[src/sv/priority_task_scheduler_top_defines.svh]
// Assertion macros shared by the scheduler RTL.
`ifndef PRIORITY_TASK_SCHEDULER_TOP_DEFINES_SVH
`define PRIORITY_TASK_SCHEDULER_TOP_DEFINES_SVH

// Clocked assertion, masked while reset is applied.
`define PS_ASSERT_CLK(lbl, prop, msg) \
  lbl: assert property (@(posedge clk_i) disable iff (!rst_ni) prop) else $error(msg);

// Condition that must never be seen.
`define PS_ASSERT_NEVER(lbl, expr, msg) \
  `PS_ASSERT_CLK(lbl, !(expr), msg)

`endif

[src/sv/psched_pkg.sv]
// Types and constants for the priority task scheduler.
`timescale 1ns / 1ps

package psched_pkg;

  localparam int DEF_PRIO_SLOTS = 32;
  localparam int DEF_DELAY_BITS = 16;
  localparam logic [7:0] LOCK_MAX = 8'hFF;

  typedef enum logic [2:0] {
    ACT_TICK     = 3'd0,
    ACT_DELAY    = 3'd1,
    ACT_LOCK     = 3'd2,
    ACT_UNLOCK   = 3'd3,
    ACT_CREATE   = 3'd4,
    ACT_SCHEDULE = 3'd5
  } act_e;

  typedef enum logic {
    ST_IDLE,
    ST_SCAN
  } state_e;

  typedef struct packed {
    logic [2:0]  action;
    logic [4:0]  slot_prio;
    logic [15:0] delay_ticks;
  } sched_req_t;

  typedef struct packed {
    logic       switched;
    logic [4:0] running_prio;
    logic       running_valid;
    logic       none_ready;
    logic [7:0] lock_level;
  } sched_res_t;

  typedef struct packed {
    logic tick;
    logic create;
    logic delay;
  } cell_cmd_t;

endpackage

[src/sv/psched_cell.sv]
// One priority slot: delay counter, present and ready bits, and a stage of the pick chain.
`timescale 1ns / 1ps

module psched_cell
  import psched_pkg::*;
#(
  parameter int DELAY_BITS = DEF_DELAY_BITS,
  parameter int IDX_W      = 5,
  parameter int IDX        = 0
) (
  input  logic                  clk_i,
  input  logic                  rst_ni,
  input  cell_cmd_t             cmd_i,
  input  logic [4:0]            slot_prio_i,
  input  logic [IDX_W-1:0]      cur_slot_i,
  input  logic [DELAY_BITS-1:0] delay_val_i,
  input  logic                  scan_i,
  input  logic                  found_i,
  input  logic [IDX_W-1:0]      idx_i,
  output logic                  scan_o,
  output logic                  found_o,
  output logic [IDX_W-1:0]      idx_o
);

  localparam int CW = (IDX_W > 5) ? IDX_W : 5;

  logic [DELAY_BITS-1:0] cnt_q, cnt_d;
  logic                  pres_q, pres_d;
  logic                  rdy_q, rdy_d;
  logic                  scan_q, found_q;
  logic [IDX_W-1:0]      idx_q;
  logic                  create_hit, delay_hit;

  assign create_hit = (CW'(slot_prio_i) == CW'(IDX));
  assign delay_hit  = (cur_slot_i == IDX_W'(IDX));

  always_comb begin
    cnt_d  = cnt_q;
    pres_d = pres_q;
    rdy_d  = rdy_q;
    if (cmd_i.tick && pres_q) begin
      if (cnt_q != '0) begin
        cnt_d = cnt_q - DELAY_BITS'(1);
      end else begin
        rdy_d = 1'b1;
      end
    end
    if (cmd_i.create && create_hit) begin
      cnt_d  = '0;
      pres_d = 1'b1;
      rdy_d  = 1'b1;
    end
    if (cmd_i.delay && delay_hit) begin
      cnt_d = delay_val_i;
      rdy_d = 1'b0;
    end
  end

  always_ff @(posedge clk_i or negedge rst_ni) begin
    if (!rst_ni) begin
      cnt_q   <= '0;
      pres_q  <= 1'b0;
      rdy_q   <= 1'b0;
      scan_q  <= 1'b0;
      found_q <= 1'b0;
    end else begin
      cnt_q   <= cnt_d;
      pres_q  <= pres_d;
      rdy_q   <= rdy_d;
      scan_q  <= scan_i;
      found_q <= found_i | (scan_i & rdy_q);
    end
  end

  // first ready slot along the chain wins
  always_ff @(posedge clk_i) begin
    idx_q <= found_i ? idx_i : IDX_W'(IDX);
  end

  assign scan_o  = scan_q;
  assign found_o = found_q;
  assign idx_o   = idx_q;

endmodule

[src/sv/priority_task_scheduler_top.sv]
// Priority task scheduler: action decode, lock count, running task and a chain of slot cells.
// Lock, create and idle codes, and picks held off by the lock: result strobe in the cycle after
// the request, next request at once. Tick, delay, schedule and an unlock to zero with lock at
// zero: the pick token walks the cell chain one slot per cycle, from scan_go_q through each
// cell's register; the result is registered as it leaves the last cell, and busy is high meanwhile.
// Reset is asynchronous and clears every slot, the lock count and the running task.
`timescale 1ns / 1ps
`include "priority_task_scheduler_top_defines.svh"

module priority_task_scheduler_top
  import psched_pkg::*;
#(
  parameter int PRIO_SLOTS = DEF_PRIO_SLOTS,
  parameter int DELAY_BITS = DEF_DELAY_BITS
) (
  input  logic       clk_i,
  input  logic       rst_ni,
  input  logic       start,
  input  sched_req_t req_i,
  output logic       busy,
  output logic       res_valid_o,
  output sched_res_t res_o
);

  localparam int IDX_W = $clog2(PRIO_SLOTS);
  localparam int CMP_W = (DELAY_BITS > 16) ? DELAY_BITS : 16;

  state_e            state_q, state_d;
  logic [7:0]        lock_q, lock_d;
  logic [IDX_W-1:0]  cur_q, cur_d;
  logic              cur_valid_q, cur_valid_d;
  logic              scan_go_q;
  logic              res_valid_q, res_valid_d;
  sched_res_t        res_q, res_d;

  logic              accept;
  logic              pick_req;
  logic              scan_start;
  logic              scan_done;
  cell_cmd_t         cmd;
  logic [CMP_W-1:0]  ticks_ext;
  logic [CMP_W-1:0]  dmax_ext;
  logic [DELAY_BITS-1:0] delay_val;

  logic              scan_w  [0:PRIO_SLOTS];
  logic              found_w [0:PRIO_SLOTS];
  logic [IDX_W-1:0]  idx_w   [0:PRIO_SLOTS];

  assign accept = start & ~busy;

  assign ticks_ext = CMP_W'(req_i.delay_ticks);
  assign dmax_ext  = CMP_W'({DELAY_BITS{1'b1}});
  assign delay_val = (ticks_ext > dmax_ext) ? {DELAY_BITS{1'b1}} : DELAY_BITS'(ticks_ext);

  always_comb begin
    cmd      = '0;
    lock_d   = lock_q;
    pick_req = 1'b0;
    if (accept) begin
      unique case (req_i.action)
        ACT_TICK: begin
          cmd.tick = 1'b1;
          pick_req = 1'b1;
        end
        ACT_DELAY: begin
          cmd.delay = cur_valid_q;
          pick_req  = 1'b1;
        end
        ACT_LOCK: begin
          if (lock_q != LOCK_MAX) lock_d = lock_q + 8'd1;
        end
        ACT_UNLOCK: begin
          if (lock_q != 8'd0) begin
            lock_d   = lock_q - 8'd1;
            pick_req = (lock_q == 8'd1);
          end
        end
        ACT_CREATE: begin
          cmd.create = 1'b1;
        end
        ACT_SCHEDULE: begin
          pick_req = 1'b1;
        end
        default: begin
        end
      endcase
    end
  end

  assign scan_start = pick_req && (lock_d == 8'd0);
  assign scan_done  = scan_w[PRIO_SLOTS];

  // cell chain
  assign scan_w[0]  = scan_go_q;
  assign found_w[0] = 1'b0;
  assign idx_w[0]   = '0;

  for (genvar k = 0; k < PRIO_SLOTS; k++) begin : g_cell
    psched_cell #(
      .DELAY_BITS(DELAY_BITS),
      .IDX_W     (IDX_W),
      .IDX       (k)
    ) u_cell (
      .clk_i       (clk_i),
      .rst_ni      (rst_ni),
      .cmd_i       (cmd),
      .slot_prio_i (req_i.slot_prio),
      .cur_slot_i  (cur_q),
      .delay_val_i (delay_val),
      .scan_i      (scan_w[k]),
      .found_i     (found_w[k]),
      .idx_i       (idx_w[k]),
      .scan_o      (scan_w[k+1]),
      .found_o     (found_w[k+1]),
      .idx_o       (idx_w[k+1])
    );
  end

  // next state
  always_comb begin
    state_d = state_q;
    unique case (state_q)
      ST_IDLE: if (scan_start) state_d = ST_SCAN;
      ST_SCAN: if (scan_done) state_d = ST_IDLE;
      default: state_d = ST_IDLE;
    endcase
  end

  // outputs
  always_comb begin
    busy = (state_q == ST_SCAN);
  end

  // running task and result
  always_comb begin
    cur_d       = cur_q;
    cur_valid_d = cur_valid_q;
    res_valid_d = 1'b0;
    res_d       = res_q;
    res_d.switched   = 1'b0;
    res_d.none_ready = 1'b0;
    if (state_q == ST_SCAN && scan_done) begin
      res_valid_d = 1'b1;
      if (found_w[PRIO_SLOTS]) begin
        if (!cur_valid_q || cur_q != idx_w[PRIO_SLOTS]) begin
          cur_d          = idx_w[PRIO_SLOTS];
          cur_valid_d    = 1'b1;
          res_d.switched = 1'b1;
        end
      end else begin
        res_d.none_ready = 1'b1;
      end
    end else if (accept && !scan_start) begin
      res_valid_d = 1'b1;
    end
    res_d.running_prio  = cur_valid_d ? 5'(cur_d) : 5'd0;
    res_d.running_valid = cur_valid_d;
    res_d.lock_level    = lock_d;
  end

  always_ff @(posedge clk_i or negedge rst_ni) begin
    if (!rst_ni) begin
      state_q     <= ST_IDLE;
      lock_q      <= 8'd0;
      cur_q       <= '0;
      cur_valid_q <= 1'b0;
      scan_go_q   <= 1'b0;
      res_valid_q <= 1'b0;
    end else begin
      state_q     <= state_d;
      lock_q      <= lock_d;
      cur_q       <= cur_d;
      cur_valid_q <= cur_valid_d;
      scan_go_q   <= scan_start;
      res_valid_q <= res_valid_d;
    end
  end

  always_ff @(posedge clk_i) begin
    res_q <= res_d;
  end

  assign res_valid_o = res_valid_q;
  assign res_o       = res_q;

  `PS_ASSERT_CLK(a_res_not_busy, res_valid_q |-> !busy, "result strobe during a pick")
  `PS_ASSERT_NEVER(a_scan_out_idle, scan_done && state_q != ST_SCAN, "pick token outside scan")
  `PS_ASSERT_CLK(a_sw_valid, (res_valid_q && res_q.switched) |-> res_q.running_valid, "switch without running task")
  `PS_ASSERT_CLK(a_none_unlocked, (res_valid_q && res_q.none_ready) |-> (res_q.lock_level == 8'd0), "none ready while locked")

endmodule
[config.mk]
export PLATFORM = sky130hd
export DESIGN_NAME = priority_task_scheduler_top
export DESIGN_NICKNAME = d
export VERILOG_FILES = /design/src/sv/psched_pkg.sv /design/src/sv/psched_cell.sv /design/src/sv/priority_task_scheduler_top.sv
export VERILOG_INCLUDE_DIRS = /design/src /design/src/sv
export SDC_FILE = /design/constraint.sdc
export NUM_CORES = 2
export LEC_CHECK = 0
export BUFFER_PORTS_ARGS = -buffer_cell sky130_fd_sc_hd__buf_2
export CORE_MARGIN = 3
export CORE_UTILIZATION = 30
export DETAILED_ROUTE_END_ITERATION = 10
export PLACE_DENSITY_LB_ADDON = 0.15
export SLEW_MARGIN = 20
export SYNTH_ARGS = -nofsm -noshare
export SYNTH_HDL_FRONTEND = slang
export SYNTH_SLANG_ARGS = --single-unit
[constraint.sdc]
create_clock -name clk_i -period 7.64 [get_ports clk_i]
set_input_delay 1.528 -clock clk_i [delete_from_list [all_inputs] [get_ports clk_i]]
set_output_delay 1.528 -clock clk_i [all_outputs]
set_load 0.02 [all_outputs]
After elaboration in Yosys (flattened, before gate mapping)
Index checks and enable logic that the tools add are counted.
{"block": "word_totals", "output_inout_bits": 18, "reg_bits": 802, "input_bits": 27}
{"block": "op_classes", "n_lt_le_gt_ge": 1, "n_reduce_logical": 269, "eq_ne": 102, "mux": 281, "n_bitwise": 65, "addsub": 34}
{"cell": "16-bit two-way mux", "count": 129}
{"cell": "16-bit nonzero test", "count": 32}
{"cell": "16-bit by 1-bit subtractor with 16-bit output, second input constant", "count": 32}
{"cell": "3-bit nonzero test", "count": 64}
{"cell": "5-bit == test, second input constant", "count": 32}
{"cell": "1-bit two-way mux", "count": 142}
{"cell": "2-bit AND reduction", "count": 65}
{"cell": "1-bit logical AND", "count": 99}
{"cell": "3-bit != test, second input constant", "count": 32}
{"cell": "5-bit by 4-bit == test with 1-bit output, second input constant", "count": 16}
{"cell": "5-bit by 3-bit == test with 1-bit output, second input constant", "count": 8}
{"cell": "1-bit AND", "count": 33}
{"cell": "1-bit bitwise OR", "count": 31}
{"cell": "8-bit two-way mux", "count": 3}
{"cell": "5-bit by 2-bit == test with 1-bit output, second input constant", "count": 4}
{"cell": "16-bit > comparator, second input constant", "count": 1}
{"cell": "8-bit case mux with 2 select lines", "count": 1}
{"cell": "5-bit two-way mux", "count": 3}
{"cell": "5-bit by 1-bit == test with 1-bit output, second input constant", "count": 2}
{"cell": "5-bit zero test", "count": 2}
{"cell": "8-bit by 1-bit adder with 8-bit output, second input constant", "count": 1}
{"cell": "8-bit by 1-bit == test with 1-bit output, second input constant", "count": 1}
{"cell": "8-bit zero test", "count": 1}
{"cell": "8-bit != test, second input constant", "count": 1}
{"cell": "other kinds (13)", "count": 17}

Logic depth before layout (Yosys ltp)
{"block": "logic_depth", "depth_word": 10, "depth_mapped": 12, "depth_no_buf": 8}

Hierarchy
A second synthesis with hierarchy kept.
{"block": "unflattened", "cells_unflattened": 4644, "hier_area_um2": 44109.8}
{"mod": "psched_cell (g_cell[13].u_cell ...)", "cells_per_inst": 141, "seq_area_each_um2": 600.6, "n_inst": 2, "area_each_um2": 1355.0}
{"mod": "psched_cell (g_cell[21].u_cell ...)", "cells_per_inst": 140, "seq_area_each_um2": 600.6, "n_inst": 2, "area_each_um2": 1353.8}
{"mod": "psched_cell (g_cell[17].u_cell ...)", "cells_per_inst": 142, "seq_area_each_um2": 600.6, "n_inst": 2, "area_each_um2": 1333.8}
{"mod": "psched_cell (g_cell[5].u_cell ...)", "cells_per_inst": 138, "seq_area_each_um2": 600.6, "n_inst": 2, "area_each_um2": 1325.0}
{"mod": "psched_cell (g_cell[29].u_cell ...)", "cells_per_inst": 139, "seq_area_each_um2": 600.6, "n_inst": 2, "area_each_um2": 1320.0}
{"mod": "psched_cell (g_cell[25].u_cell ...)", "cells_per_inst": 138, "seq_area_each_um2": 600.6, "n_inst": 2, "area_each_um2": 1315.0}
{"mod": "psched_cell (g_cell[4].u_cell ...)", "cells_per_inst": 138, "seq_area_each_um2": 600.6, "n_inst": 2, "area_each_um2": 1313.8}
{"mod": "priority_task_scheduler_top", "cells_per_inst": 155, "seq_area_each_um2": 745.7, "n_inst": 1, "area_each_um2": 1564.0}
{"mod": "psched_cell (g_cell[20].u_cell)", "cells_per_inst": 141, "seq_area_each_um2": 600.6, "n_inst": 1, "area_each_um2": 1411.4}
{"mod": "psched_cell (g_cell[23].u_cell)", "cells_per_inst": 142, "seq_area_each_um2": 600.6, "n_inst": 1, "area_each_um2": 1350.0}
{"mod": "psched_cell (g_cell[11].u_cell)", "cells_per_inst": 143, "seq_area_each_um2": 600.6, "n_inst": 1, "area_each_um2": 1346.3}
{"mod": "psched_cell (g_cell[0].u_cell)", "cells_per_inst": 142, "seq_area_each_um2": 600.6, "n_inst": 1, "area_each_um2": 1340.0}
{"mod": "psched_cell (g_cell[1].u_cell)", "cells_per_inst": 142, "seq_area_each_um2": 600.6, "n_inst": 1, "area_each_um2": 1338.8}
{"mod": "psched_cell (g_cell[2].u_cell)", "cells_per_inst": 138, "seq_area_each_um2": 600.6, "n_inst": 1, "area_each_um2": 1328.8}
{"mod": "+12 rows"}

Worst setup path before layout
Ideal clock, no wire load.
{"block": "synth_path", "path_type": "in2reg", "from": "in req_i[21] (netlist name)", "to": "reg g_cell[14].u_cell.cnt_q[2]", "setup_ns": 0.124, "setup_slack_ns": 3.893, "stages": 9, "t_arrival_ns": 3.623, "n_path_buf": 4, "cell_sequence": "buf_2 > or4b_4 > buf_6 > or4_4 > buf_6 > o21ba_2 > buf_2 > a32oi_1 > o2bb2ai_1"}
{"block": "synth_via", "elab_chain_cells": 6}
{"item": "from (decl)", "line": "priority_task_scheduler_top.sv:19", "rtl": "input sched_req_t req_i,"}
{"item": "3-bit by 1-bit == test with 1-bit output, or another cell as far along", "line": "priority_task_scheduler_top.sv:60", "rtl": "unique case (req_i.action)"}
{"item": "1-bit two-way mux", "line": "priority_task_scheduler_top.sv:60"}
{"item": "3-bit two-way mux *", "line": "priority_task_scheduler_top.sv:59", "rtl": "if (accept) begin"}
{"item": "1-bit logical AND, on equally long branches", "line": "psched_cell.sv:53, psched_cell.sv:41, psched_cell.sv:48"}
{"item": "3-bit nonzero test (no line) or 16-bit two-way mux (tied branches)"}
{"item": "2-bit AND reduction (no line) or 16-bit two-way mux (tied branches)"}
{"item": "to (signal assigned)", "line": "psched_cell.sv:67", "rtl": "cnt_q <= cnt_d;"}
{"item": "to (decl)", "line": "psched_cell.sv:27", "rtl": "logic [DELAY_BITS-1:0] cnt_q, cnt_d;"}
Every way passes the cells marked *; elsewhere a longest branch is shown, timed or not.
A chain may end at the register's enable or synchronous reset.

Final worst setup path
{"block": "layout_path", "from": "in req_i[23] (netlist name)", "to": "reg g_cell[23].u_cell.cnt_q[1]"}
{"block": "layout_via", "elab_chain_cells": 6}
{"item": "3-bit by 1-bit == test with 1-bit output, or another cell as far along", "line": "priority_task_scheduler_top.sv:60"}
{"item": "1-bit two-way mux", "line": "priority_task_scheduler_top.sv:60"}
{"item": "3-bit two-way mux *", "line": "priority_task_scheduler_top.sv:59"}
{"item": "1-bit logical AND, on equally long branches", "line": "psched_cell.sv:53, psched_cell.sv:41, psched_cell.sv:48"}
{"item": "3-bit nonzero test (no line) or 16-bit two-way mux (tied branches)"}
{"item": "2-bit AND reduction (no line) or 16-bit two-way mux (tied branches)"}
{"item": "to (signal assigned)", "line": "psched_cell.sv:67"}
{"item": "to (decl)", "line": "psched_cell.sv:27"}
Marked as above.

==> results.txt <==
Setup crit end: g_cell[23].u_cell.cnt_q[1]
Part of the cycle the worst path needs: 60.28%
Syn Inst Count: 4541
Core area: 134100 um^2
Hold WS: 0.3728 ns
Gr usage total: 18.97%
Final instance area: 46370 um^2
Clk Latency, worst-skew pair: 0.68 ns
Maximum fanout along the worst path: 25
Final min period: 4.606 ns
Drt pass-1 iters: 5
Setup Fix Bufs, Post-CTS: 0
Final nets: 4566
Drt via density: 5.522
Port bufs: 44
R2R depth: 7
Antenna cells: 0
Syn_area_per_cell: 8.974 um^2
WP depth: 9
Worst slew pin tran: 1.085 ns
Prevailing post-synth register cell: dfrtp_1
Critical path's top delay family: compound AO/OA/AOI/OAI gates
IO Count: 45
Combinational power share: 3.2%
Synth-to-Final Area Change: 13.77%
CP arrival: 5.15 ns
Final hold vios: 0
Net Sw Power: 2.194 mW
Leak pwr: 18.85 nW
Slew Limit Headroom: 27.65%
# setup viols final: 0
Die ar.: 140300 um^2
CP max-delay cell: o22ai_2
Launching point of the worst reg2reg path: busy
Internal: 7.194 mW
DRC: 0
Flop pwr share: 45.3%
Register area share after synthesis: 47.47%
Layout cells sized above 1: 9.902%
Post-synthesis register bit count: 802
RSZ-0062 raised after global routing: no
Most used cell, CP: buf_4
CP cell instances: buf_2 -> nand3b_1 -> buf_4 -> or3_1 -> o22ai_2 -> a31oi_1 -> buf_4 -> a211oi_1 -> a21oi_1
Largest net degree at the start of global routing: 149
Clock sinks: 802
Final Skew: 0.02335 ns
Post-Syn Area: 40750 um^2
Distinct cells, synth: 97
First-pass GRT wire length: 210500 um
CP startpoint: req_i[23]
Reg2reg end: g_cell[13].u_cell.cnt_q[10]
Mapped Nets: 4604
Switching Fraction: 23.37%
Dpl cells: 6173
Routed Antenna Nets: 0
CP endpoint kind: flop
Max Slew Vio Count: 0
Clock tree root driver cell: clkbuf_16
Outcome: finished clean
Area post-placement: 42970 um^2
Crit path buf inv count: 3
Reg2reg setup slack: 3.86 ns
Final Util: 34.57%
Reg clk slew, reported paths: 0.05 ns
Worst Setup Start Kind: input pin
Clk pwr share: 51.4%
Starting DRT DRC Count: 2529
CP Data Required Time: 8.18 ns
Grt ovf: 0
Post-Layout Cell Count: 6353
HPWL Detailed: 80110 um
PD cells: 202.5 nW/um^2
Final WL: 135600 um
Critical path class: in -> reg
Async S/R FF share, synth: 81.92%
Number of CTS-inserted buffers: 96
CTS max path bufs: 3
Initial Utilization: 30.38%
Max IR drop VDD: 0.0001634 V
Die Y: 374.6 um
Core Rows: 134
TritonCTS clock tree: done
Syn. warnings: 0
RD Place Congestion: 0.7674
FMAX: 217.1 MHz
DIE WIDTH: 374.6 um
Final setup TNS: 0 ns
Fill cell count: 13810
Post-synth EDFFs: 0
H-tree depth: 3
Max-Cap Viols: 0
Post-CTS Hold Fix Bufs: 0
Antenna violations before repair: 2
Routed vias: 35080
Vias in the first global route: 34170
Worst stage delay on the critical path: 0.96 ns
Hold Crit Class: reg -> reg
Post-cts resize count: 0
Wire length per cell: 21.35 um
-- per-stage QoR --
step	setup slack, ns	total power, mW
floorplan	3.893	4.422
global placement	2.469	4.648
detailed placement	2.410	4.648
CTS	3.144	9.549
global route	2.810	9.729
finish	3.034	9.387
-- power groups by stage --
stage          Sequential [mW]  Combinational [mW]  Clock, mW
2_1_floorplan             4.34              0.0861          0
3_3_place_gp              4.34               0.312          0
3_5_place_dp              4.34               0.312          0
4_1_cts                   4.26               0.312       4.98
5_1_grt                   4.26               0.326       5.15
6_report                  4.26               0.301       4.83
-- logic make-up (layout without fill, tap and decap cells) --
group,after synthesis,in the layout,share of synthesized area [%]
buffers and inverters,421,465,4.280
AO/OA/AOI/OAI,1514,1514,23.40
AND/OR/NAND/NOR,1637,1637,20.88
flip-flops,802,802,47.47
XOR/XNOR,121,121,2.600
multiplexers,10,10,0.2640
adder cells (fa/ha/maj),36,36,1.105
-- cell usage in the layout (no fill, tap or decap), types with 34 or more instances in the layout --
cell type and n:
a21o_1 34, and2_1 78, nand2b_1 104, buf_4 95, xor2_1 41, nor4_1 121
o311ai_0 55, clkbuf_16 100, a21oi_1 333, o31ai_1 35, dfrtp_1 657, a22oi_1 85
xnor2_1 80, buf_2 38, or4_1 39, inv_1 146, ha_1 36, or3_1 52
o21ai_0 546, or2_2 52, nand3_1 58, nor3_1 235, o2bb2ai_1 61, a32oi_1 85
dfxtp_1 145, nand2_1 304, nor2_1 403
-- area by class of cell --
type | instances | area [um^2] | share of cell area [%]
clock inverters | 42 | 508.0 | 1.096
repair buffers | 139 | 1018 | 2.197
inverters | 146 | 548.0 | 1.182
well taps | 1768 | 2212 | 4.771
multi-input cells | 3318 | 19890 | 42.90
flip-flops and latches | 802 | 19340 | 41.72
clock buffers | 138 | 2845 | 6.136
-- flip-flops by register name (all words and copies together) (netlist names) --
register,cells
g_cell.u_cell.idx_o,129
res_valid_o,1
res_o,16
cur_valid_q,1
g_cell.u_cell.found_o,32
lock_q,8
g_cell.u_cell.scan_o,32
scan_go_q,1
g_cell.u_cell.cnt_q,512
busy,1
g_cell.u_cell.rdy_q,32
cur_q,5
g_cell.u_cell.pres_q,32
-- synth_stat cells (all sizes together) (28+ instances only) --
master | instances | share of area (%)
o211ai | 32 | 0.59
or3 | 52 | 0.80
a31oi | 38 | 0.61
o2bb2ai | 61 | 1.3
ha | 36 | 1.1
clkbuf | 195 | 1.8
inv | 146 | 1.3
or4 | 41 | 0.77
a21oi | 333 | 4.1
o311ai | 60 | 1.4
dfrtp | 657 | 40
a22oi | 85 | 1.6
nand2b | 104 | 1.6
nor2 | 410 | 3.9
and2 | 82 | 1.3
nor3 | 235 | 2.9
xor2 | 41 | 0.88
dfxtp | 145 | 7.1
o21ai | 576 | 7.1
xnor2 | 80 | 1.7
nand2 | 304 | 2.8
nor3b | 28 | 0.54
o31ai | 35 | 0.64
nand3 | 58 | 0.71
a32oi | 85 | 1.8
buf | 80 | 1.1
o22ai | 36 | 0.64
nor4 | 143 | 2.3
a21o | 34 | 0.63
or2 | 53 | 0.81
-- per-layer routing --
layer / GRT usage (%) / part of all wire (%) / vias up
met4: 4.919 / 2.4 / 4
met1: 26.80 / 48 / 17490
met3: 2.644 / 4.2 / 192
met2: 30.45 / 46 / 717
li1: - / - / 16680
met5: 0 / 0.021 / -
-- worst min-delay path by stage --
stage,from,to,slack [ns],depth (start not counted)
6_report,g_cell[3].u_cell.scan_o,g_cell[4].u_cell.scan_o,0.37,0
5_1_grt,g_cell[17].u_cell.scan_o,g_cell[18].u_cell.scan_o,0.39,0
4_1_cts,g_cell[12].u_cell.scan_o,g_cell[13].u_cell.scan_o,0.37,0
3_5_place_dp,g_cell[25].u_cell.scan_o,g_cell[26].u_cell.scan_o,0.36,0
3_3_place_gp,g_cell[19].u_cell.scan_o,g_cell[20].u_cell.scan_o,0.36,0
2_1_floorplan,scan_go_q,g_cell[0].u_cell.scan_o,0.35,0
(Power assumes the default switching activity.)
